--- config.mk ---
export PLATFORM = sky130hd
export DESIGN_NAME = rcsc_matrix
export DESIGN_NICKNAME = d
export VERILOG_FILES = /design/src/rcsc_pkg.sv /design/src/rcsc_matrix.sv
export SDC_FILE = /design/constraint.sdc
export NUM_CORES = 2
export LEC_CHECK = 0
export BUFFER_PORTS_ARGS = -buffer_cell sky130_fd_sc_hd__buf_2
export CELL_PAD_IN_SITES_DETAIL_PLACEMENT = 2
export CELL_PAD_IN_SITES_GLOBAL_PLACEMENT = 2
export CORE_AREA = 2 2 288 290
export CTS_CLUSTER_SIZE = 8
export DETAILED_ROUTE_END_ITERATION = 10
export DIE_AREA = 0 0 290 292
export HOLD_SLACK_MARGIN = 0.05
export PLACE_DENSITY = 0.89
export SLEW_MARGIN = 40
export SYNTH_ARGS = -nofsm -noshare
export SYNTH_HDL_FRONTEND = slang
export SYNTH_SLANG_ARGS = --single-unit
--- constraint.sdc ---
create_clock -name clk -period 15.05 [get_ports clk]
set_input_delay 3.01 -clock clk [delete_from_list [all_inputs] [get_ports clk]]
set_output_delay 3.01 -clock clk [all_outputs]
set_load 0.05 [all_outputs]
--- src/rcsc_pkg.sv ---
`timescale 1ns / 1ps
package rcsc_pkg;

  // Pipeline depth: input register is stage 1, output register is the last stage.
  localparam int NST = 13;

  localparam logic [2:0] MODE_RGB = 3'd0;
  localparam logic [2:0] MODE_YIQ = 3'd1;
  localparam logic [2:0] MODE_HSI = 3'd2;
  localparam logic [2:0] MODE_YCC = 3'd3;
  localparam logic [2:0] MODE_XYZ = 3'd4;

  typedef struct packed {
    logic [7:0] red;
    logic [7:0] green;
    logic [7:0] blue;
  } pix_t;

  typedef struct packed {
    logic [8:0] c0;
    logic [7:0] c1;
    logic [7:0] c2;
  } comp_t;

  typedef logic signed [15:0] coef_mat_t [0:2][0:2];

  // Q1.15 rows, one per output component
  localparam coef_mat_t YIQ_K = '{
    '{16'sd9798,  16'sd19235,  16'sd3736},
    '{16'sd19530, -16'sd9011,  -16'sd10519},
    '{16'sd6947,  -16'sd17138, 16'sd10191}
  };

  localparam coef_mat_t YCC_K = '{
    '{16'sd9798,  16'sd19235,  16'sd3736},
    '{-16'sd5538, -16'sd10846, 16'sd16384},
    '{16'sd16384, -16'sd13730, -16'sd2654}
  };

  // D50 matrix times 100, Q16
  localparam logic [22:0] XYZ_K [0:2][0:2] = '{
    '{23'd2857711, 23'd2523671, 23'd937738},
    '{23'd1458121, 23'd4698184, 23'd397289},
    '{23'd91286,   23'd636335,  23'd4680486}
  };

  // atan(2^-i) in Q16 degrees
  localparam logic [21:0] CORDIC_ATAN [0:15] = '{
    22'd2949120, 22'd1740967, 22'd919879, 22'd466945,
    22'd234379,  22'd117304,  22'd58666,  22'd29335,
    22'd14668,   22'd7334,    22'd3667,   22'd1833,
    22'd917,     22'd458,     22'd229,    22'd115
  };

  localparam logic [16:0] HUE_SQRT3 = 17'd113512;   // sqrt(3) in Q16

  typedef logic [15:0] lin_tab_t [0:255];

  // sRGB linearization, Q0.16, evaluated at elaboration
  function automatic lin_tab_t build_lin_table();
    lin_tab_t tab;
    longint unsigned u, u2, lo, hi, mid, r2, r4, p5, l30, q16;
    for (int v = 0; v < 256; v++) begin
      if (v <= 10) begin
        tab[v] = 16'((longint'(v) * 13107200 + 329460) / 658920);
      end else begin
        u  = ((longint'(v) * 1000 + 14025) << 30) / 269025;
        u2 = (u * u) >> 30;
        lo = 0;
        hi = longint'(1) << 30;
        for (int it = 0; it < 32; it++) begin
          if (lo < hi) begin
            mid = (lo + hi + 1) >> 1;
            r2  = (mid * mid) >> 30;
            r4  = (r2 * r2) >> 30;
            p5  = (r4 * mid) >> 30;
            if (p5 <= u2) lo = mid;
            else hi = mid - 1;
          end
        end
        l30 = (u2 * lo) >> 30;
        q16 = (l30 + (longint'(1) << 13)) >> 14;
        tab[v] = (q16 > 65535) ? 16'hFFFF : q16[15:0];
      end
    end
    return tab;
  endfunction

  localparam lin_tab_t LIN_TABLE = build_lin_table();

endpackage

--- src/rcsc_matrix.sv ---
`timescale 1ns / 1ps
module rcsc_matrix import rcsc_pkg::*; (
  input  logic         clk,
  input  logic [NST:1] en,
  input  pix_t         pix,
  input  logic [2:0]   mode,
  output comp_t        res
);

  coef_mat_t        kc;
  logic [7:0]       cv [0:2];
  logic signed [24:0] prod_r [0:2][0:2];
  logic signed [26:0] sum [0:2];
  logic [26:0]      mag [0:2];
  logic [7:0]       q8 [0:2];
  comp_t            res_nxt;
  comp_t            res_r [3:NST-1];

  always_comb begin
    kc = (mode == MODE_YCC) ? YCC_K : YIQ_K;
    cv[0] = pix.red;
    cv[1] = pix.green;
    cv[2] = pix.blue;
  end

  always_ff @(posedge clk) begin
    if (en[2]) begin
      for (int i = 0; i < 3; i++)
        for (int j = 0; j < 3; j++)
          prod_r[i][j] <= kc[i][j] * $signed({1'b0, cv[j]});
    end
  end

  // truncate toward zero, keep low byte
  always_comb begin
    for (int i = 0; i < 3; i++) begin
      sum[i] = 27'(prod_r[i][0]) + 27'(prod_r[i][1]) + 27'(prod_r[i][2]);
      mag[i] = sum[i][26] ? 27'(-sum[i]) : 27'(sum[i]);
      q8[i]  = mag[i][22:15];
      if (sum[i][26]) q8[i] = -q8[i];
    end
    res_nxt.c0 = {1'b0, q8[0]};
    res_nxt.c1 = q8[1];
    res_nxt.c2 = q8[2];
  end

  always_ff @(posedge clk) begin
    if (en[3]) res_r[3] <= res_nxt;
    for (int k = 4; k <= NST - 1; k++)
      if (en[k]) res_r[k] <= res_r[k-1];
  end

  assign res = res_r[NST-1];

endmodule

### After elaboration in Yosys (flattened, before gate mapping)

Memory sizes are Yosys's and may differ from the RTL's.
Cells that the tools add are included.

| storage, ports and cells | value |
|---|---|
| register bits | 0 |
| bits in writable memories | 475 |
| output and inout port bits | 25 |
| logic and storage cells | 53 |
| memories kept | 2 |

| cells by class | value |
|---|---|
| add/sub/neg operators | 12 |
| multiply operators | 9 |
| equality and inequality tests | 1 |
| multiplexer cells | 29 |

Memories:

| memory | depth | bits a word | read ports | clocked after Yosys merged registers in | write ports | line | source |
|---|---|---|---|---|---|---|---|
| res_r | 10 | 25 | 10 | 0 | 10 | rcsc_matrix.sv:17 | `comp_t res_r [3:NST-1];` |
| prod_r | 3 | 75 | 3 | 0 | 3 | rcsc_matrix.sv:12 | `logic signed [24:0] prod_r [0:2][0:2];` |

Operators by type and width:

| operator | number |
|---|---|
| 16-bit by 9-bit multiplier with 25-bit output | 6 |
| 96-bit two-way mux | 1 |
| 26-bit by 25-bit adder with 27-bit output | 3 |
| 25-bit by 25-bit adder with 26-bit output | 3 |
| 23-bit two-way mux | 3 |
| 23-bit negation | 3 |
| 8-bit two-way mux | 3 |
| 8-bit negation | 3 |
| 15-bit by 8-bit multiplier with 23-bit output (first input constant) | 1 |
| 14-bit by 8-bit multiplier with 22-bit output (first input constant) | 1 |
| 1-bit two-way mux | 22 |
| 12-bit by 8-bit multiplier with 20-bit output (first input constant) | 1 |
| 3-bit by 2-bit == test with 1-bit output (second input constant) | 1 |

### Logic depth before layout (Yosys ltp)

An unclocked memory read counts as a cell.

| logic depth | value |
|---|---|
| depth in word-level cells | 7 |
| depth in mapped cells | 27 |

### Worst setup path after synthesis

OpenSTA, ideal clock, no wires.

| timing | value |
|---|---|
| path kind | input-to-reg |
| start | input mode[1] |
| end | memory prod_r[1][23] in the netlist's numbering, data pin |
| setup time | 0.258 ns |
| arrival time | 8.318 ns |
| path slack | 6.475 ns |
| stages on the path | 24 |
| buffers on the path | 2 |
| cell sequence | nand2_1 or2_2 clkbuf_1 clkbuf_1 nand2_1 fa_1 inv_1 ha_1 inv_1 fa_1 fa_1 inv_1 ha_1 a21o_1 a21oi_1 nor2b_1 o21a_1 o41ai_2 o21ai_1 o41a_1 a211o_1 a21o_1 a21oi_1 xnor2_1 |

RTL lines:

| item | line | source |
|---|---|---|
| from (decl) | rcsc_matrix.sv:6 | `input logic [2:0] mode,` |
| to (decl) | rcsc_matrix.sv:12 |  |

==> metrics.yaml <==
route:
  dr.pass1.iters: 5
  vias_per_cell: 6.945
  avgRoutedWirePerCell_um: 44.79
  finalWirelength_mm: 207.0
  num_vias: 32100
  route.detailed.drc: 0
  ant_nets: 0
  drtIter0Drc: 3872
critical_path:
  path_delay_family: "simple AND/OR/NAND/NOR gates"
  crit_slowest_cell: "nor2_1"
  cp_num_buf_inv: 4
  path_class: "input pin to flip-flop"
  crit_path_max_fanout: 29
  max_stage_delay_ps: 840
  critical_path.cell_chain: "buf_2 > nand2_1 > or2_2 > nand2_1 > inv_1 > ha_1 > fa_1 > inv_1 > fa_1 > inv_1 > fa_1 > ha_1 > o21ai_0 > nand2b_1 > o211a_1 > a31o_1 > o41ai_2 > o21ai_1 > or4_1 > and3_1 > nor2_1"
  end_kind: "flip-flop"
  worstPathArrival_ps: 10710
  worstPathRequired_ps: 15330
  start_kind: "input pin"
synth:
  synthTopCellsByArea: "edfxtp_1 34%, fa_1 23%, ha_1 18%"
  ys.flop_type: "edfxtp_1"
  synth-adder-area-share_pct: 40.82
  synth_top_area_share_pct: 33.54
  synth_simple_gate_area_share_pct: 6.028
  netlist_top_cells_count: "726 x inv_1, 577 x ha_1, 450 x fa_1"
  syn-cell-area_mm2: 0.03975
  synth_edf_count: 444
  synth-xor-area-share_pct: 4.375
  yosysTopAreaCell: "edfxtp_1"
  synth_most_common_cell: "inv_1"
  synthDistinctLibCells: 82
  ys_seq_elements: 444
  postSynthCellCount: 3398
  synthMuxAreaShare_pct: 0.1102
  yosys_warnings: 0
  synth_top_family_by_area: "adder cells"
  syn_area_per_cell_um2: 11.70
  ys_seq_area_share_pct: 33.54
  synthArstFlopShare_pct: 0
  synth_compound_area_share_pct: 7.608
grt:
  grt_max_degree: 101
  antenna_found_initial: 40
  grt-busiest-layer: "met2"
  grt_pass1_wl_mm: 272.4
  gr-usage-met3_pct: 18.89
  grt_pass1_vias: 36020
  grt_usage_pct: 45.89
  use_met2_pct: 74.95
  overflow: 0
  met1_usage_pct: 41.87
floorplan:
  die_y_um: 292
  rows: 105
  io-pin-count: 66
  fp.coreArea_mm2: 0.08158
  die_x_um: 290
  dieArea_mm2: 0.08468
  start_util_pct: 48.72
status:
  status: "finished with violations"
  violations: "max-capacitance violations, max-slew violations"
sta:
  post-route-period-util_pct: 69.29
  fmax_ghz: 0.09590
  skew_ps: 40.02
  tightest_slew_ps: 1803
  tns_ps: 0
  rsz0062_at_grt: "no"
  fin_crit_ps: 10430
  slew_headroom_pct: -20.18
  hold_viol: 0
  drv_slew: 5
  setup-violations-final: 0
  whs_ps: 414.9
clock_network:
  clock_sink_count: 444
  clk_pin_slew_ps: 60
  clock_path_buffers: 3
  cts_hold_buf: 0
  numCtsBuffers: 66
  post-cts-setup-buffers: 0
  cts_root_buf: "clkbuf_16"
  cts_resized: 0
  worstSkewPairLatency_ps: 660
  htreeDepth: 3
  cts_tree: "built"
placement:
  port_buffers: 62
  gp_congestion: 0.9014
  hpwlAfterDp_mm: 126.7
cells_and_area:
  multi_input_area_mm2: 0.02360
  finish.net_count: 4583
  drive_gt1_share_pct: 5.559
  nFillCells: 7758
  area_delta_synth_final_pct: 8.844
  register_area_mm2: 0.01333
run:
  cap_viol_max_count: 3
worst_hold_path:
  hp-class: "flip-flop to flip-flop"
flip-flops by register name, summed over array words and instances (netlist names):
register / flops
prod_r: 204
res_r: 240
per-layer routing:
metal	up-vias	wire length, um
met5	-	472
met4	28	28240
met3	1653	24060
met2	2954	92730
met1	15930	61540
li1	11530	-
cell type report:
type / instances / share of cell area [%]
Clock inverter: 10 / 0.3210
Sequential cell: 444 / 30.81
Clock buffer: 69 / 3.892
Multi-Input combinational cell: 2209 / 54.54
Antenna cell: 26 / 0.1504
Tap cell: 1070 / 3.094
Inverter: 726 / 6.298
Timing Repair Buffer: 68 / 0.8936
logic make-up after synthesis:
| group | Yosys count |
|---|---|
| AOI/OAI and AO/OA | 452 |
| xor gates and xnor gates | 197 |
| adders and majority gates | 1027 |
| buffers and inverters | 768 |
| DFF | 444 |
| muxes | 4 |
| other | 2 |
| and+or+nand+nor | 504 |
cell usage in the layout (no fill, tap or decap), types with 11 or more instances in the layout:
| cell | n |
|---|---|
| or2_2 | 20 |
| nor2_1 | 163 |
| a21boi_0 | 12 |
| xor2_1 | 53 |
| buf_2 | 62 |
| a211oi_1 | 12 |
| ha_1 | 577 |
| edfxtp_1 | 444 |
| and2_1 | 11 |
| xnor2_1 | 139 |
| a21oi_1 | 126 |
| o21bai_1 | 23 |
| nand2b_1 | 17 |
| fa_1 | 450 |
| a31oi_1 | 15 |
| o21ai_0 | 74 |
| o21ai_1 | 18 |
| inv_1 | 726 |
| a21o_1 | 36 |
| o21a_1 | 34 |
| conb_1 | 25 |
| diode_2 | 26 |
| nor2b_1 | 27 |
| and3_1 | 21 |
| clkbuf_16 | 67 |
| nand3_1 | 28 |
| nand2_1 | 125 |
| nor3_1 | 46 |
final timing paths:
kind                  from  cells after the start  slack (ps)       endpoint
min reg2reg  res_r[0][191]                      0         410  res_r[0][216]
max                mode[1]                     21        4620  prod_r[1][22]
min          res_r[0][191]                      0         410  res_r[0][216]
max reg2reg  prod_r[1][35]                     16        6930   res_r[0][89]
worst register-to-register path, stage by stage, from the launching register on:
cell and delay (ps):
edfxtp_1 830, fa_1 580, ha_1 510, o21ai_0 200, a21oi_1 1240, o21ai_0 340
o31a_1 450, nor2b_1 220, xnor2_1 600, inv_1 270, a21oi_1 290, xnor2_1 140
ha_1 320, nor4_2 720, nand3_1 340, o41ai_1 440, xor2_1 390
metrics by stage:
| stage | utilization [%] | worst slack [ps] | cell area [um2] | cells |
|---|---|---|---|---|
| final | 53.03 | 4622 | 43270 | 4622 |
| after CTS | 52.83 | 5415 | 43100 | 4594 |
| after floorplan | - | 6475 | 39840 | 3421 |
| after global placement | 50.59 | 5676 | 41270 | 4515 |
| after global routing | 52.97 | 4822 | 43220 | 4601 |
| after detailed placement | 50.59 | 5278 | 41280 | 4515 |
Power is not shown: default switching activity piles up to over one toggle a cycle in this logic, so the estimate is an artifact.
