==> config.mk <==
export PLATFORM = sky130hd
export DESIGN_NAME = rcsc_xyz
export DESIGN_NICKNAME = d
export VERILOG_FILES = /design/src/rcsc_pkg.sv /design/src/rcsc_xyz.sv
export SDC_FILE = /design/constraint.sdc
export NUM_CORES = 2
export LEC_CHECK = 0
export CAP_MARGIN = 10
export CORE_MARGIN = 4
export CORE_UTILIZATION = 30
export CTS_BUF_LIST = sky130_fd_sc_hd__clkbuf_16
export DETAILED_ROUTE_END_ITERATION = 16
export DONT_BUFFER_PORTS = 1
export MAX_ROUTING_LAYER = met4
export REMOVE_ABC_BUFFERS = 1
export SETUP_SLACK_MARGIN = 0.02
export SLEW_MARGIN = 20
export SYNTH_ARGS = -nofsm -noshare
export SYNTH_HDL_FRONTEND = slang
export SYNTH_SLANG_ARGS = --single-unit
==> constraint.sdc <==
create_clock -name clk -period 17.5 [get_ports clk]
set_input_delay 3.5 -clock clk [delete_from_list [all_inputs] [get_ports clk]]
set_output_delay 3.5 -clock clk [all_outputs]
set_load 0.03 [all_outputs]
==> src/rcsc_pkg.sv <==
`timescale 1ns / 1ps
package rcsc_pkg;

  // Pipeline depth: input register is stage 1, output register is the last stage.
  localparam int NST = 13;

  localparam logic [2:0] MODE_RGB = 3'd0;
  localparam logic [2:0] MODE_YIQ = 3'd1;
  localparam logic [2:0] MODE_HSI = 3'd2;
  localparam logic [2:0] MODE_YCC = 3'd3;
  localparam logic [2:0] MODE_XYZ = 3'd4;

  typedef struct packed {
    logic [7:0] red;
    logic [7:0] green;
    logic [7:0] blue;
  } pix_t;

  typedef struct packed {
    logic [8:0] c0;
    logic [7:0] c1;
    logic [7:0] c2;
  } comp_t;

  typedef logic signed [15:0] coef_mat_t [0:2][0:2];

  // Q1.15 rows, one per output component
  localparam coef_mat_t YIQ_K = '{
    '{16'sd9798,  16'sd19235,  16'sd3736},
    '{16'sd19530, -16'sd9011,  -16'sd10519},
    '{16'sd6947,  -16'sd17138, 16'sd10191}
  };

  localparam coef_mat_t YCC_K = '{
    '{16'sd9798,  16'sd19235,  16'sd3736},
    '{-16'sd5538, -16'sd10846, 16'sd16384},
    '{16'sd16384, -16'sd13730, -16'sd2654}
  };

  // D50 matrix times 100, Q16
  localparam logic [22:0] XYZ_K [0:2][0:2] = '{
    '{23'd2857711, 23'd2523671, 23'd937738},
    '{23'd1458121, 23'd4698184, 23'd397289},
    '{23'd91286,   23'd636335,  23'd4680486}
  };

  // atan(2^-i) in Q16 degrees
  localparam logic [21:0] CORDIC_ATAN [0:15] = '{
    22'd2949120, 22'd1740967, 22'd919879, 22'd466945,
    22'd234379,  22'd117304,  22'd58666,  22'd29335,
    22'd14668,   22'd7334,    22'd3667,   22'd1833,
    22'd917,     22'd458,     22'd229,    22'd115
  };

  localparam logic [16:0] HUE_SQRT3 = 17'd113512;   // sqrt(3) in Q16

  typedef logic [15:0] lin_tab_t [0:255];

  // sRGB linearization, Q0.16, evaluated at elaboration
  function automatic lin_tab_t build_lin_table();
    lin_tab_t tab;
    longint unsigned u, u2, lo, hi, mid, r2, r4, p5, l30, q16;
    for (int v = 0; v < 256; v++) begin
      if (v <= 10) begin
        tab[v] = 16'((longint'(v) * 13107200 + 329460) / 658920);
      end else begin
        u  = ((longint'(v) * 1000 + 14025) << 30) / 269025;
        u2 = (u * u) >> 30;
        lo = 0;
        hi = longint'(1) << 30;
        for (int it = 0; it < 32; it++) begin
          if (lo < hi) begin
            mid = (lo + hi + 1) >> 1;
            r2  = (mid * mid) >> 30;
            r4  = (r2 * r2) >> 30;
            p5  = (r4 * mid) >> 30;
            if (p5 <= u2) lo = mid;
            else hi = mid - 1;
          end
        end
        l30 = (u2 * lo) >> 30;
        q16 = (l30 + (longint'(1) << 13)) >> 14;
        tab[v] = (q16 > 65535) ? 16'hFFFF : q16[15:0];
      end
    end
    return tab;
  endfunction

  localparam lin_tab_t LIN_TABLE = build_lin_table();

endpackage

==> src/rcsc_xyz.sv <==
`timescale 1ns / 1ps
module rcsc_xyz import rcsc_pkg::*; (
  input  logic         clk,
  input  logic [NST:1] en,
  input  pix_t         pix,
  output comp_t        res
);

  logic [15:0] lin_r [0:2];
  logic [38:0] prod_r [0:2][0:2];
  logic [40:0] sum [0:2];
  comp_t       res_nxt;
  comp_t       res_r [4:NST-1];

  always_ff @(posedge clk) begin
    if (en[2]) begin
      lin_r[0] <= LIN_TABLE[pix.red];
      lin_r[1] <= LIN_TABLE[pix.green];
      lin_r[2] <= LIN_TABLE[pix.blue];
    end
    if (en[3]) begin
      for (int i = 0; i < 3; i++)
        for (int j = 0; j < 3; j++)
          prod_r[i][j] <= 39'(XYZ_K[i][j]) * 39'(lin_r[j]);
    end
  end

  always_comb begin
    for (int i = 0; i < 3; i++)
      sum[i] = 41'(prod_r[i][0]) + 41'(prod_r[i][1]) + 41'(prod_r[i][2]);
    res_nxt.c0 = sum[0][40:32];
    res_nxt.c1 = sum[1][39:32];
    res_nxt.c2 = sum[2][39:32];
  end

  always_ff @(posedge clk) begin
    if (en[4]) res_r[4] <= res_nxt;
    for (int k = 5; k <= NST - 1; k++)
      if (en[k]) res_r[k] <= res_r[k-1];
  end

  assign res = res_r[NST-1];

endmodule

Word-level counts from Yosys, hierarchy flattened

Memory sizes are Yosys's and may differ from the RTL's.
Index checks and enable logic that the tools add are counted.

Memory bits (writable): 621
Output and inout port bits: 25
Latch bits: 0
Bits in read-only memories: 12288
Memories kept: 6
Word-level logic and storage cells: 55
Bits of input ports: 38
Bits in registers: 0

Multiply operators: 9
Divide/modulo/power cells: 0
Bitwise operators: 3
$lt $le $gt $ge: 3
Shift-type cells: 0
Eq/ne operators: 0
Muxes and demuxes: 28
Add/sub/neg operators: 6
Reductions and logical operators: 0

Memory list:

| name             | words | width | rd ports | clocked after memory_dff | write ports | RTL line       | source |
|---|---|---|---|---|---|---|---|
| (name not given) | 256   | 16    | 1        | 0                        | 0           | rcsc_xyz.sv:19 | `lin_r[2] <= LIN_TABLE[pix.blue];` |
| (name not given) | 256   | 16    | 1        | 0                        | 0           | rcsc_xyz.sv:18 | `lin_r[1] <= LIN_TABLE[pix.green];` |
| (name not given) | 256   | 16    | 1        | 0                        | 0           | rcsc_xyz.sv:17 | `lin_r[0] <= LIN_TABLE[pix.red];` |
| prod_r           | 3     | 116   | 3        | 0                        | 3           | rcsc_xyz.sv:10 | `logic [38:0] prod_r [0:2][0:2];` |
| res_r            | 9     | 25    | 9        | 0                        | 9           | rcsc_xyz.sv:13 | `comp_t res_r [4:NST-1];` |
| lin_r            | 3     | 16    | 3        | 0                        | 3           | rcsc_xyz.sv:9  | `logic [15:0] lin_r [0:2];` |

Operator list:

| operator                                                              | count |
|---|---|
| 39-bit by 39-bit adder with 40-bit output                             | 3 |
| 22-bit by 16-bit multiplier with 38-bit output (first input constant) | 3 |
| 16-bit 2-to-1 mux                                                     | 6 |
| 40-bit by 39-bit adder with 40-bit output                             | 2 |
| 20-bit by 16-bit multiplier with 36-bit output (first input constant) | 2 |
| 19-bit by 16-bit multiplier with 35-bit output (first input constant) | 2 |
| 40-bit by 39-bit adder with 41-bit output                             | 1 |
| 21-bit by 16-bit multiplier with 37-bit output (first input constant) | 1 |
| 16-bit by 16-bit multiplier with 32-bit output (first input constant) | 1 |
| 9-bit >= comparator (second input constant)                           | 3 |
| 8-bit NOT with 9-bit output                                           | 3 |
| 1-bit 2-to-1 mux                                                      | 22 |

Logic depth before layout (Yosys ltp)

Depth in word-level cells: 4
Gate-level depth with buffers: 23
Mapped depth without buffers: 22

Worst setup path after synthesis

OpenSTA, ideal clock, no wires.

Path kind: reg-to-reg
Start point: memory lin_r[1][13], in the netlist lin_r[0][29]
End point: memory prod_r[2][67] in the netlist's numbering, data pin
Library setup time: 259 ps
Cell stages (with the launch flop): 22
Arrival: 6008 ps
Setup slack: 11233 ps
Period minus slack after synthesis: 6267 ps
Cells stage by stage: edfxtp_1 -> fa_1 -> inv_1 -> fa_1 -> fa_1 -> inv_1 -> fa_1 -> inv_1 -> fa_1 -> fa_1 -> inv_1 -> ha_1 -> buf_2 -> a21o_1 -> a21o_1 -> a211o_1 -> a21oi_2 -> o21ai_1 -> a311o_1 -> a221o_1 -> a21oi_1 -> xnor2_1

RTL lines:

| element         | RTL line |
|---|---|
| start, declared | rcsc_xyz.sv:9 |
| end, declared   | rcsc_xyz.sv:10 |

==> results_dict.tcl <==
set metrics [dict create \
    outcome "complete, no violations" \
    yosys.area.top_type "fa_1" \
    critPathArrivalTime_ns 7.95 \
    pin_count 63 \
    die_area_um2 282000 \
    reg2reg_from "lin_r[0][3]" \
    io_buffers 0 \
    rows 191 \
    num-fill-cells 27731 \
    syn_to_final_growth_pct 7.23 \
    grt_first_pass_wirelength_um 412000 \
    setup_violations 0 \
    r2r-end "prod_r[1][114]" \
    crit_start "lin_r[0][3]" \
    hold_viol 0 \
    synth-seq-cells 579 \
    ys.warnings.count 0 \
    nNetsFinal 10414 \
    synth.distinct_cells 89 \
    dr.pass1.iters 6 \
    synth_enable_flop_cells 579 \
    critical_path_class "reg2reg" \
    crit_path_end_kind "flop" \
    rsz0062_at_grt "false" \
    ctsHoldBuffers 0 \
    finClkSkew_ns 0.0665 \
    drt_wl_total_um 274000 \
    timing.fmax_mhz 133 \
    critical_path.max_stage_delay_ns 1.07 \
    crit_path_max_fanout 9 \
    drt_iter0_markers 6458 \
    maxSlewViolCount 0 \
    slowest_stage "fa_1" \
    fin_setup_tns_ns 0 \
    max_slew.worst_pin.slew_ns 1.49 \
    async_flop_share_pct 0 \
    hp-start "res_r[0][137]" \
    numClockSinks 579 \
    track_usage_pct 19.8 \
    num_vias 62936 \
    synthTopCellsByArea "fa_1, edfxtp_1, ha_1" \
    grt_pass1_vias 63930 \
    clock_latency_ns 0.70 \
    core_um2 271000 \
    grt-ovfl-total 0 \
    avgSynthCellArea_um2 9.81 \
    grt_max_degree 316 \
    die-width_um 531 \
    netlist_instances 8354 \
    synth_area_um2 82000 \
    period_share_pct 43.0 \
    cts_buffers 71 \
    start_util_pct 30.2 \
    path_cells "fa_1, inv_1, fa_1, inv_1, ha_1, fa_1, inv_1, fa_1, fa_1, inv_1, ha_1, nand2_1, a211oi_1, o21ai_0, a211oi_1, nor2_1, o211ai_1, a21o_1, a21oi_1, xor2_1" \
    cts_tree "done" \
    clockBufferDepth 3 \
    hold_depth 0 \
    antenna_found_initial 11 \
    synth_top_area_share_pct 23.3 \
    dieHeight_um 531 \
    place.gp.congestion 0.975 \
    viasPerCell 5.35 \
    place_ws_ns 9.88 \
    cts_root_buf "clkbuf_16" \
    finish.utilization_pct 32.4 \
    ctsResizeCount 0 \
    drc_errors 0 \
    clk_pin_slew_worst_paths_ns 0.06 \
    drive_gt1_share_pct 3.10 \
    yosysSeqAreaShare_pct 21.2 \
    r2r_slack_ns 9.97 \
    cap_violations 0 \
    ant_nets 0 \
    crit_path_start_kind "flop" \
    layout_min_cycle_time_ns 7.53 \
    required_ns 17.92 \
    max_slew_margin_pct 0.541 \
    ff2ff_path_depth 20 \
    cpMostUsedCell "fa_1" \
    wl_per_cell_um 23.3 \
    cts_max_level 3 \
    finalWorstSetupSlack_ns 9.97 \
    hold_end "res_r[0][162]" \
    worstHoldPathType "reg2reg" \
    cts_setup_buffers 0 \
    synth-main-ff-cell "edfxtp_1" \
    hpwl_um 213000 \
]
[registers in the layout, summed over array words and instances, names as in the netlist]
name	count
prod_r	315
res_r	216
lin_r	48
[cells in the mapped netlist (all sizes together), types with 27 or more instances]
cell type	n
inv	1376
ha	1276
fa	953
a21oi	595
edfxtp	579
nand2	478
o21ai	437
nor2	424
clkbuf	252
a21o	195
xnor2	181
nand3	122
o211ai	108
a31oi	106
a211oi	102
buf	99
xor2	97
nor3	89
nand2b	73
nor2b	65
and3	47
a311oi	42
nand4	42
o21a	42
o21bai	39
o311ai	37
a221oi	34
o31ai	32
and2	29
o22ai	29
mux4	27
[kinds of logic after synthesis]
family / count (synthesis) / synth area share [%]
flops: 579 / 21.2
fa+ha+maj: 2229 / 42.8
other cells: 1 / 0.00458
xor+xnor: 278 / 2.97
buf+inv: 1735 / 8.07
simple gates: 1462 / 8.18
mux: 49 / 1.02
compound gates: 2021 / 15.8
[through the flow]
step	cells	hold slack (ns)	area, um^2
2_1_floorplan	8003	0.400	80500
4_1_cts	11768	0.379	87900
3_3_place_gp	11643	0.401	85500
3_5_place_dp	11643	0.405	85500
5_1_grt	11770	0.392	87900
6_report	11773	0.390	87900
[worst max-delay path: cells and delay by family (launching register included)]
family                   cells  cell delay (ns)
adder cells (fa/ha/maj)      7             3.79
AO/OA/AOI/OAI                6             1.63
flip-flops                   1             0.72
buffers and inverters        4             0.43
XOR/XNOR                     1             0.40
AND/OR/NAND/NOR              2             0.34
[placed cells by master, fill, tap and decap left out, types with 72 or more instances in the layout]
cell / count
inv_1: 1381
ha_1: 1276
fa_1: 953
a21oi_1: 594
edfxtp_1: 579
nand2_1: 478
o21ai_0: 433
nor2_1: 424
a21o_1: 195
xnor2_1: 181
nand3_1: 122
o211ai_1: 108
a31oi_1: 106
a211oi_1: 102
xor2_1: 97
nor3_1: 89
nand2b_1: 73
clkbuf_16: 72
[final cells by class]
cell class / instances / area (um^2) / area share [%]
multi-input combinational: 6040 / 58000 / 65.9
sequential: 579 / 17400 / 19.8
inverter: 1384 / 5190 / 5.91
tap: 3570 / 4470 / 5.08
clock buffer: 72 / 1800 / 2.05
clock inverter: 53 / 537 / 0.611
timing repair buffer: 71 / 533 / 0.606
antenna: 4 / 10.0 / 0.0114
[worst max path at each step]
stage | to | slack (ns) | cells past startpoint
after floorplan | prod_r[2][67] | 11.27 | 20
after global placement | lin_r[0][9] | 9.81 | 11
after detailed placement | prod_r[1][114] | 9.88 | 20
after CTS | prod_r[1][114] | 9.87 | 20
after global routing | prod_r[1][114] | 9.53 | 20
final | prod_r[1][114] | 9.97 | 20
[per-layer routing]
metal	share of wire, %	track usage, %
met1	44	26.5
met4	4.0	6.64
met2	45	30.8
met3	6.8	2.78
met5	0	-
Power is not shown: default switching activity piles up to over one toggle a cycle in this logic, so the estimate is an artifact.
