[src/rcsc_pkg.sv]
`timescale 1ns / 1ps
package rcsc_pkg;

  // Pipeline depth: input register is stage 1, output register is the last stage.
  localparam int NST = 13;

  localparam logic [2:0] MODE_RGB = 3'd0;
  localparam logic [2:0] MODE_YIQ = 3'd1;
  localparam logic [2:0] MODE_HSI = 3'd2;
  localparam logic [2:0] MODE_YCC = 3'd3;
  localparam logic [2:0] MODE_XYZ = 3'd4;

  typedef struct packed {
    logic [7:0] red;
    logic [7:0] green;
    logic [7:0] blue;
  } pix_t;

  typedef struct packed {
    logic [8:0] c0;
    logic [7:0] c1;
    logic [7:0] c2;
  } comp_t;

  typedef logic signed [15:0] coef_mat_t [0:2][0:2];

  // Q1.15 rows, one per output component
  localparam coef_mat_t YIQ_K = '{
    '{16'sd9798,  16'sd19235,  16'sd3736},
    '{16'sd19530, -16'sd9011,  -16'sd10519},
    '{16'sd6947,  -16'sd17138, 16'sd10191}
  };

  localparam coef_mat_t YCC_K = '{
    '{16'sd9798,  16'sd19235,  16'sd3736},
    '{-16'sd5538, -16'sd10846, 16'sd16384},
    '{16'sd16384, -16'sd13730, -16'sd2654}
  };

  // D50 matrix times 100, Q16
  localparam logic [22:0] XYZ_K [0:2][0:2] = '{
    '{23'd2857711, 23'd2523671, 23'd937738},
    '{23'd1458121, 23'd4698184, 23'd397289},
    '{23'd91286,   23'd636335,  23'd4680486}
  };

  // atan(2^-i) in Q16 degrees
  localparam logic [21:0] CORDIC_ATAN [0:15] = '{
    22'd2949120, 22'd1740967, 22'd919879, 22'd466945,
    22'd234379,  22'd117304,  22'd58666,  22'd29335,
    22'd14668,   22'd7334,    22'd3667,   22'd1833,
    22'd917,     22'd458,     22'd229,    22'd115
  };

  localparam logic [16:0] HUE_SQRT3 = 17'd113512;   // sqrt(3) in Q16

  typedef logic [15:0] lin_tab_t [0:255];

  // sRGB linearization, Q0.16, evaluated at elaboration
  function automatic lin_tab_t build_lin_table();
    lin_tab_t tab;
    longint unsigned u, u2, lo, hi, mid, r2, r4, p5, l30, q16;
    for (int v = 0; v < 256; v++) begin
      if (v <= 10) begin
        tab[v] = 16'((longint'(v) * 13107200 + 329460) / 658920);
      end else begin
        u  = ((longint'(v) * 1000 + 14025) << 30) / 269025;
        u2 = (u * u) >> 30;
        lo = 0;
        hi = longint'(1) << 30;
        for (int it = 0; it < 32; it++) begin
          if (lo < hi) begin
            mid = (lo + hi + 1) >> 1;
            r2  = (mid * mid) >> 30;
            r4  = (r2 * r2) >> 30;
            p5  = (r4 * mid) >> 30;
            if (p5 <= u2) lo = mid;
            else hi = mid - 1;
          end
        end
        l30 = (u2 * lo) >> 30;
        q16 = (l30 + (longint'(1) << 13)) >> 14;
        tab[v] = (q16 > 65535) ? 16'hFFFF : q16[15:0];
      end
    end
    return tab;
  endfunction

  localparam lin_tab_t LIN_TABLE = build_lin_table();

endpackage

[src/rcsc_hsi.sv]
`timescale 1ns / 1ps
module rcsc_hsi import rcsc_pkg::*; (
  input  logic         clk,
  input  logic [NST:1] en,
  input  pix_t         pix,
  output comp_t        res
);

  localparam logic signed [25:0] Z_90  = 26'sd5898240;
  localparam logic signed [25:0] Z_180 = 26'sd11796480;
  localparam logic [24:0]        Z_360 = 25'd23592960;

  // stage 2
  logic signed [10:0] x2;
  logic signed [8:0]  d2;
  logic signed [26:0] px2_r;
  logic [24:0]        py2_r;
  logic [9:0]         t2_r;
  logic [7:0]         mn2_r;
  logic [7:0]         mn2;
  logic               zero_r [2:11];
  logic               bgt_r  [2:11];

  // CORDIC, two rotations per stage
  logic signed [29:0] px_r [3:11];
  logic signed [29:0] py_r [3:11];
  logic signed [25:0] z_r  [3:11];
  logic signed [29:0] px_nxt [4:11];
  logic signed [29:0] py_nxt [4:11];
  logic signed [25:0] z_nxt  [4:11];
  logic signed [29:0] tx, ty, dx, dy;
  logic signed [25:0] tz;

  // saturation divider, one quotient bit per stage
  logic [16:0] rem_r [3:10];
  logic [9:0]  den_r [3:9];
  logic [6:0]  q_r   [3:12];
  logic [16:0] rem_nxt [4:10];
  logic [6:0]  q_nxt   [4:10];
  logic [16:0] dsh;

  logic [7:0]  int_r [3:12];
  logic [19:0] int_prod;

  logic signed [25:0] zc;
  logic [24:0]        hq;
  logic [8:0]         hdeg;
  logic [8:0]         hue_nxt;
  logic [8:0]         hue_r;

  always_comb begin
    x2  = $signed({2'b0, pix.red, 1'b0}) - $signed({3'b0, pix.green})
        - $signed({3'b0, pix.blue});
    d2  = $signed({1'b0, pix.green}) - $signed({1'b0, pix.blue});
    mn2 = (pix.red < pix.green) ? pix.red : pix.green;
    if (pix.blue < mn2) mn2 = pix.blue;
  end

  always_ff @(posedge clk) begin
    if (en[2]) begin
      px2_r     <= {x2, 16'b0};
      py2_r     <= 25'((d2[8] ? 8'(-d2) : d2[7:0])) * 25'(HUE_SQRT3);
      t2_r      <= 10'(pix.red) + 10'(pix.green) + 10'(pix.blue);
      mn2_r     <= mn2;
      zero_r[2] <= (pix.red == pix.green) && (pix.green == pix.blue);
      bgt_r[2]  <= pix.blue > pix.green;
    end
  end

  assign int_prod = 20'(t2_r) * 20'd683;   // t/3 for t < 768

  always_ff @(posedge clk) begin
    if (en[3]) begin
      if (px2_r < 0) begin
        px_r[3] <= 30'(py2_r);
        py_r[3] <= -30'(px2_r);
        z_r[3]  <= Z_90;
      end else begin
        px_r[3] <= 30'(px2_r);
        py_r[3] <= 30'(py2_r);
        z_r[3]  <= '0;
      end
      rem_r[3] <= 17'(t2_r) * 17'd100 - 17'(mn2_r) * 17'd300;
      den_r[3] <= t2_r;
      q_r[3]   <= '0;
      int_r[3] <= int_prod[18:11];
    end
  end

  always_comb begin
    tx = '0;
    ty = '0;
    tz = '0;
    dx = '0;
    dy = '0;
    for (int s = 0; s < 8; s++) begin
      tx = px_r[s+3];
      ty = py_r[s+3];
      tz = z_r[s+3];
      for (int j = 0; j < 2; j++) begin
        dx = ty >>> (2 * s + j);
        dy = tx >>> (2 * s + j);
        if (ty >= 0) begin
          tx = tx + dx;
          ty = ty - dy;
          tz = tz + $signed(26'(CORDIC_ATAN[2*s+j]));
        end else begin
          tx = tx - dx;
          ty = ty + dy;
          tz = tz - $signed(26'(CORDIC_ATAN[2*s+j]));
        end
      end
      px_nxt[s+4] = tx;
      py_nxt[s+4] = ty;
      z_nxt[s+4]  = tz;
    end
  end

  always_comb begin
    dsh = '0;
    for (int k = 4; k <= 10; k++) begin
      dsh        = 17'(den_r[k-1]) << (10 - k);
      rem_nxt[k] = rem_r[k-1];
      q_nxt[k]   = q_r[k-1];
      if (den_r[k-1] != '0 && rem_r[k-1] >= dsh) begin
        rem_nxt[k]       = rem_r[k-1] - dsh;
        q_nxt[k][10 - k] = 1'b1;
      end
    end
  end

  always_ff @(posedge clk) begin
    for (int k = 4; k <= 11; k++)
      if (en[k]) begin
        px_r[k] <= px_nxt[k];
        py_r[k] <= py_nxt[k];
        z_r[k]  <= z_nxt[k];
      end
    for (int k = 4; k <= 10; k++)
      if (en[k]) begin
        rem_r[k] <= rem_nxt[k];
        q_r[k]   <= q_nxt[k];
      end
    for (int k = 11; k <= 12; k++)
      if (en[k]) q_r[k] <= q_r[k-1];
    for (int k = 4; k <= 9; k++)
      if (en[k]) den_r[k] <= den_r[k-1];
    for (int k = 4; k <= 12; k++)
      if (en[k]) int_r[k] <= int_r[k-1];
    for (int k = 3; k <= 11; k++)
      if (en[k]) begin
        zero_r[k] <= zero_r[k-1];
        bgt_r[k]  <= bgt_r[k-1];
      end
  end

  // clamp to [0, 180] degrees, reflect when blue exceeds green
  always_comb begin
    if (z_r[11] < 0) zc = '0;
    else if (z_r[11] > Z_180) zc = Z_180;
    else zc = z_r[11];
    hq   = bgt_r[11] ? Z_360 - 25'(zc) : 25'(zc);
    hdeg = hq[24:16];
    if (zero_r[11]) hue_nxt = '0;
    else if (hdeg > 9'd359) hue_nxt = 9'd359;
    else hue_nxt = hdeg;
  end

  always_ff @(posedge clk) begin
    if (en[12]) hue_r <= hue_nxt;
  end

  assign res.c0 = hue_r;
  assign res.c1 = {1'b0, q_r[12]};
  assign res.c2 = int_r[12];

endmodule

[config.mk]
export PLATFORM = sky130hd
export DESIGN_NAME = rcsc_hsi
export DESIGN_NICKNAME = d
export VERILOG_FILES = /design/src/rcsc_pkg.sv /design/src/rcsc_hsi.sv
export SDC_FILE = /design/constraint.sdc
export NUM_CORES = 2
export LEC_CHECK = 0
export BUFFER_PORTS_ARGS = -buffer_cell sky130_fd_sc_hd__buf_2
export CELL_PAD_IN_SITES_DETAIL_PLACEMENT = 0
export CELL_PAD_IN_SITES_GLOBAL_PLACEMENT = 2
export CORE_UTILIZATION = 46
export DETAILED_ROUTE_END_ITERATION = 16
export GPL_TIMING_DRIVEN = 0
export MAX_ROUTING_LAYER = met4
export PLACE_DENSITY = 0.91
export SETUP_SLACK_MARGIN = 0.3
export SLEW_MARGIN = 20
export SYNTH_ARGS = -nofsm -noshare
export SYNTH_HDL_FRONTEND = slang
export SYNTH_SLANG_ARGS = --single-unit
[constraint.sdc]
create_clock -name clk -period 22.4 [get_ports clk]
set_clock_uncertainty 0.2 [all_clocks]
set_input_delay 2.24 -clock clk [delete_from_list [all_inputs] [get_ports clk]]
set_output_delay 2.24 -clock clk [all_outputs]
set_load 0.01 [all_outputs]
; ---- After elaboration in Yosys (flattened, before gate mapping)
; Memories as Yosys holds them, arrays and structs flattened.
; Cells that the tools add are included.
[classes]
add_sub_neg = 111
mul = 4
n_div = 0
n_lt_le_gt_ge = 30
n_eq_ne = 2
shifts = 0
n_mux = 100
bitwise = 3
n_reduce_logical = 16
[op_table]
columns = cell, n
row1 = 2-to-1 mux 30 bit, 34
row2 = ">= comparator 30 x 1 -> 1 bit, second input constant", 16
row3 = 2-to-1 mux 26 bit, 17
row4 = 2-to-1 mux 17 bit, 7
row5 = 2-to-1 mux 25 bit, 3
row6 = nonzero test 10 bit, 7
row7 = adder 30 x 15 -> 30 bit, 2
row8 = adder 30 x 16 -> 30 bit, 2
row9 = adder 30 x 17 -> 30 bit, 2
row10 = adder 30 x 18 -> 30 bit, 2
row11 = adder 30 x 19 -> 30 bit, 2
row12 = adder 30 x 20 -> 30 bit, 2
row13 = adder 30 x 21 -> 30 bit, 2
row14 = adder 30 x 22 -> 30 bit, 2
row15 = adder 30 x 23 -> 30 bit, 2
row16 = adder 30 x 24 -> 30 bit, 2
row17 = adder 30 x 25 -> 30 bit, 2
row18 = adder 30 x 26 -> 30 bit, 2
row19 = adder 30 x 27 -> 30 bit, 2
row20 = adder 30 x 28 -> 30 bit, 2
row21 = adder 30 x 29 -> 30 bit, 2
row22 = subtractor 30 x 15 -> 30 bit, 2
row23 = subtractor 30 x 16 -> 30 bit, 2
row24 = subtractor 30 x 17 -> 30 bit, 2
row25 = 86 further kinds, 146
[word_totals]
ff_bits = 60
latchBits = 0
mem_bits_rw = 1150
romBits = 0
wordCells = 281
mem_count = 9
[memory_table]
columns = memory, words, word_bits, read_ports, rd_ports_with_merged_regs, write_ports, line
row1 = px_r, 9, 30, 8, 0, 9, rcsc_hsi.sv:25  ; logic signed [29:0] px_r [3:11];
row2 = py_r, 9, 30, 8, 0, 9, rcsc_hsi.sv:26  ; logic signed [29:0] py_r [3:11];
row3 = z_r, 9, 26, 9, 0, 9, rcsc_hsi.sv:27  ; logic signed [25:0] z_r [3:11];
row4 = rem_r, 8, 17, 7, 0, 8, rcsc_hsi.sv:35  ; logic [16:0] rem_r [3:10];
row5 = int_r, 10, 8, 10, 0, 10, rcsc_hsi.sv:42  ; logic [7:0] int_r [3:12];
row6 = den_r, 7, 10, 7, 0, 7, rcsc_hsi.sv:36  ; logic [9:0] den_r [3:9];
row7 = +3 memories, n/a, n/a, n/a, n/a, n/a, n/a

; ---- Depth between registers and ports, before layout
; An unclocked memory read counts as a cell.
[logic_depth]
word_depth = 8
depth_mapped = 39
mapped_depth_nobuf = 37

; ---- Least setup slack after synthesis
; OpenSTA, ideal clock, no wires.
[synth_timing]
path_type = input port to flip-flop
start = in pix[8] in the netlist's numbering
end = reg py2_r[24], data pin
setup_ns = 0.266
t_arrival_ns = 8.270
t_required_ns = 21.934
path_slack_ns = 13.664
cell_stages = 32
cell_sequence = inv_1 ha_1 inv_1 fa_1 a21o_1 a21oi_1 nor2_1 nor2_1 nand2_1 nor2b_1 xor2_1 ha_1 inv_1 fa_1 inv_1 fa_1 inv_1 fa_1 inv_1 ha_1 a21oi_1 o21ai_0 a21oi_1 o21ai_0 a21oi_1 nor2b_1 o31ai_1 nand2_1 a31o_2 a41o_1 o41ai_1 xnor2_1
[synth_between]
elab_chain_cells = 4
[synth_lines]
columns = element, line
row1 = from (decl), rcsc_hsi.sv:5  ; input pix_t pix,
row2 = subtractor 8 x 8 -> 9 bit *, rcsc_hsi.sv:54  ; d2 = $signed({1'b0, pix.green}) - $signed({1'b0, pix.blue});
row3 = negator 8 bit, rcsc_hsi.sv:62  ; py2_r <= 25'((d2[8] ? 8'(-d2) : d2[7:0])) * 25'(HUE_SQRT3);
row4 = 2-to-1 mux 8 bit *, rcsc_hsi.sv:62
row5 = multiplier 8 x 14 -> 22 bit *, rcsc_hsi.sv:62
row6 = to (signal assigned), rcsc_hsi.sv:62
row7 = to (decl), rcsc_hsi.sv:17  ; logic [24:0] py2_r;
; Mark *: on every way between the ends. The rest lies on a longest branch, timed or not.
; A chain may end at the register's enable or synchronous reset.

==> results.sh <==
export IMPL_status="complete, no violations"
export IMPL_synth_seq_cells=1015
export IMPL_nNetsFinal=14090
export IMPL_gr_usage_met3_pct=1.998
export IMPL_grtUsageTotal_pct=25.07
export IMPL_post_cts_buffers=0
export IMPL_synthFlopType="edfxtp_1"
export IMPL_met2_usage_pct=40.67
export IMPL_cts_max_path_buffers=3
export IMPL_critPathArrivalTime_ns=11.77
export IMPL_gp_congestion=0.9418
export IMPL_synth_edff_count=1015
export IMPL_setup_viol=0
export IMPL_avgSynthCellArea_um2=8.998
export IMPL_timing_final_crit_share_pct=51.32
export IMPL_overflow=0
export IMPL_grt_pass1_vias=85700
export IMPL_clk_latency_ns=0.83
export IMPL_fmax_ghz=0.08698
export IMPL_timing_rr_start="py_r[0][209]"
export IMPL_slowest_stage="clkinv_1"
export IMPL_final_min_clock_period_ns=11.50
export IMPL_cts_sinks=1015
export IMPL_hold_path_startpoint="int_r[0][26]"
export IMPL_yosys_warnings=0
export IMPL_first_pass_iters=6
export IMPL_htree_levels=3
export IMPL_clk_pin_slew_ns=0.06
export IMPL_die_y_um=489.6
export IMPL_final_util_pct=50.15
export IMPL_hold_buffers=0
export IMPL_cts_resized=0
export IMPL_chipWidth_um=489.6
export IMPL_drc=0
export IMPL_crit_buf_inv=6
export IMPL_rsz0062_at_grt="no"
export IMPL_die_area_um2=239700
export IMPL_io_buffers=59
export IMPL_fin_hold_ws_ns=0.2074
export IMPL_yosys_top_cells_area="edfxtp_1 28%, ha_1 17%, xnor2_1 8.8%"
export IMPL_hold_class="reg2reg"
export IMPL_slowest_delay_ns=0.89
export IMPL_yosysSeqAreaShare_pct=27.87
export IMPL_synth_cell_types=111
export IMPL_area_delta_synth_final_pct=8.145
export IMPL_grt_busiest_layer="met2"
export IMPL_coreArea_um2=235900
export IMPL_final_setup_tns_ns=0
export IMPL_netlist_instances=12160
export IMPL_hold_violations=0
export IMPL_vias=89810
export IMPL_synthTopCellsByCount="1499 x ha_1, 1102 x xnor2_1, 1015 x edfxtp_1"
export IMPL_dp_hpwl_um=245600
export IMPL_crit_family="compound AO/OA/AOI/OAI gates"
export IMPL_synth_most_common_cell="ha_1"
export IMPL_crit_start="py_r[0][209]"
export IMPL_async_reset_ff_share_pct=0
export IMPL_worstMarginPinSlew_ns=1.160
export IMPL_yosysTopAreaCell="edfxtp_1"
export IMPL_path_max_fanout=17
export IMPL_first_iter_violations=5604
export IMPL_synth_top_area_share_pct=27.87
export IMPL_cts_tree="done"
export IMPL_max_slew_margin_pct=20.64
export IMPL_ant_nets=0
export IMPL_startpoint_type="flip-flop"
export IMPL_synthesis_area_um2=109400
export IMPL_wl_per_cell_um=19.09
export IMPL_io_pins=63
export IMPL_drv_slew=0
export IMPL_vias_per_cell=5.729
export IMPL_drive_gt1_share_pct=3.912
export IMPL_path_class="reg2reg"
export IMPL_critPathRequiredTime_ns=22.67
export IMPL_end_kind="flip-flop"
export IMPL_grt_pass1_wl_um=469500
export IMPL_cts_root_buf="clkbuf_16"
export IMPL_cts_made_buffers=117
export IMPL_grtUsageMet1_pct=33.70
export IMPL_grt_max_degree=87
export IMPL_wl_um=299300
export IMPL_num_rows=178
export IMPL_max_cap_viol_count=0
export IMPL_initial_core_util_pct=46.38
export IMPL_antenna_found_initial=1
==> final timing paths <==
| path | to | depth (start not counted) | slack [ns] |
|---|---|---|---|
| worst min register to register | int_r[0][34] | 0 | 0.21 |
| worst max register to register | py_r[0][238] | 34 | 10.90 |
| worst min-delay path | int_r[0][34] | 0 | 0.21 |
| worst max-delay path | py_r[0][238] | 34 | 10.90 |
==> sequential cells by signal (all words and copies together) (netlist names), 22 cells and up <==
signal and count:
den_r 70, rem_r 106, int_r 80, z_r 186, px_r 217, py2_r 22, q_r 42, py_r 235
==> cells in the final DEF, fill, tap and decap left out, drive strengths merged, types with 356 or more instances in the layout <==
cell type and n:
a21oi 948, xnor2 1103, ha 1499, o21ai 669, inv 861, nor2 957
nand2 768, xor2 525, nor3 356, edfxtp 1015
==> logic make-up (layout without fill, tap and decap cells) <==
kind of cell | Yosys count | in the layout | synth area share, %
adder cells (fa/ha/maj) | 1629 | 1629 | 19.51
XOR/XNOR | 1629 | 1629 | 13.06
buffers and inverters | 1051 | 1341 | 3.694
other | 1 | 82 | 0.003428
AND/OR/NAND/NOR | 3438 | 3438 | 15.41
multiplexers | 90 | 90 | 0.8579
AO/OA/AOI/OAI | 3303 | 3303 | 19.60
flip-flops | 1015 | 1015 | 27.87
==> metrics by stage <==
step                cells  setup slack (ns)  area [um2]
floorplan           12240             13.66      109700
global placement    15440             10.09      113900
detailed placement  15460             11.03      114300
CTS                 15680             10.86      118300
global route        15680             10.39      118300
finish              15680             10.90      118300
==> layer usage <==
| layer | part of all wire, % | vias up |
|---|---|---|
| met5 | 0 | - |
| met4 | 2.6 | 0 |
| met3 | 3.6 | 325 |
| met2 | 46 | 1742 |
| met1 | 48 | 42660 |
| li1 | - | 45080 |
==> worst reg2reg max path, delay by kind of cell, from the launching register on <==
family / cells / cell delay (ns)
xor+xnor: 3 / 0.57
compound gates: 17 / 4.45
flops: 1 / 0.57
fa+ha+maj: 3 / 0.98
simple gates: 5 / 1.34
buf+inv: 6 / 3.10
==> area by class of cell <==
type / count / area (um2)
inverter: 854 / 3206
fill: 22070 / 117600
timing repair buffer: 71 / 614.3
sequential: 1015 / 30480
clock buffer: 142 / 3022
tap: 3150 / 3941
multi-input combinational: 10170 / 75180
antenna: 2 / 5.005
clock inverter: 77 / 992.2
buffer: 197 / 849.6
Power is not shown: default switching activity piles up to over one toggle a cycle in this logic, so the estimate is an artifact.
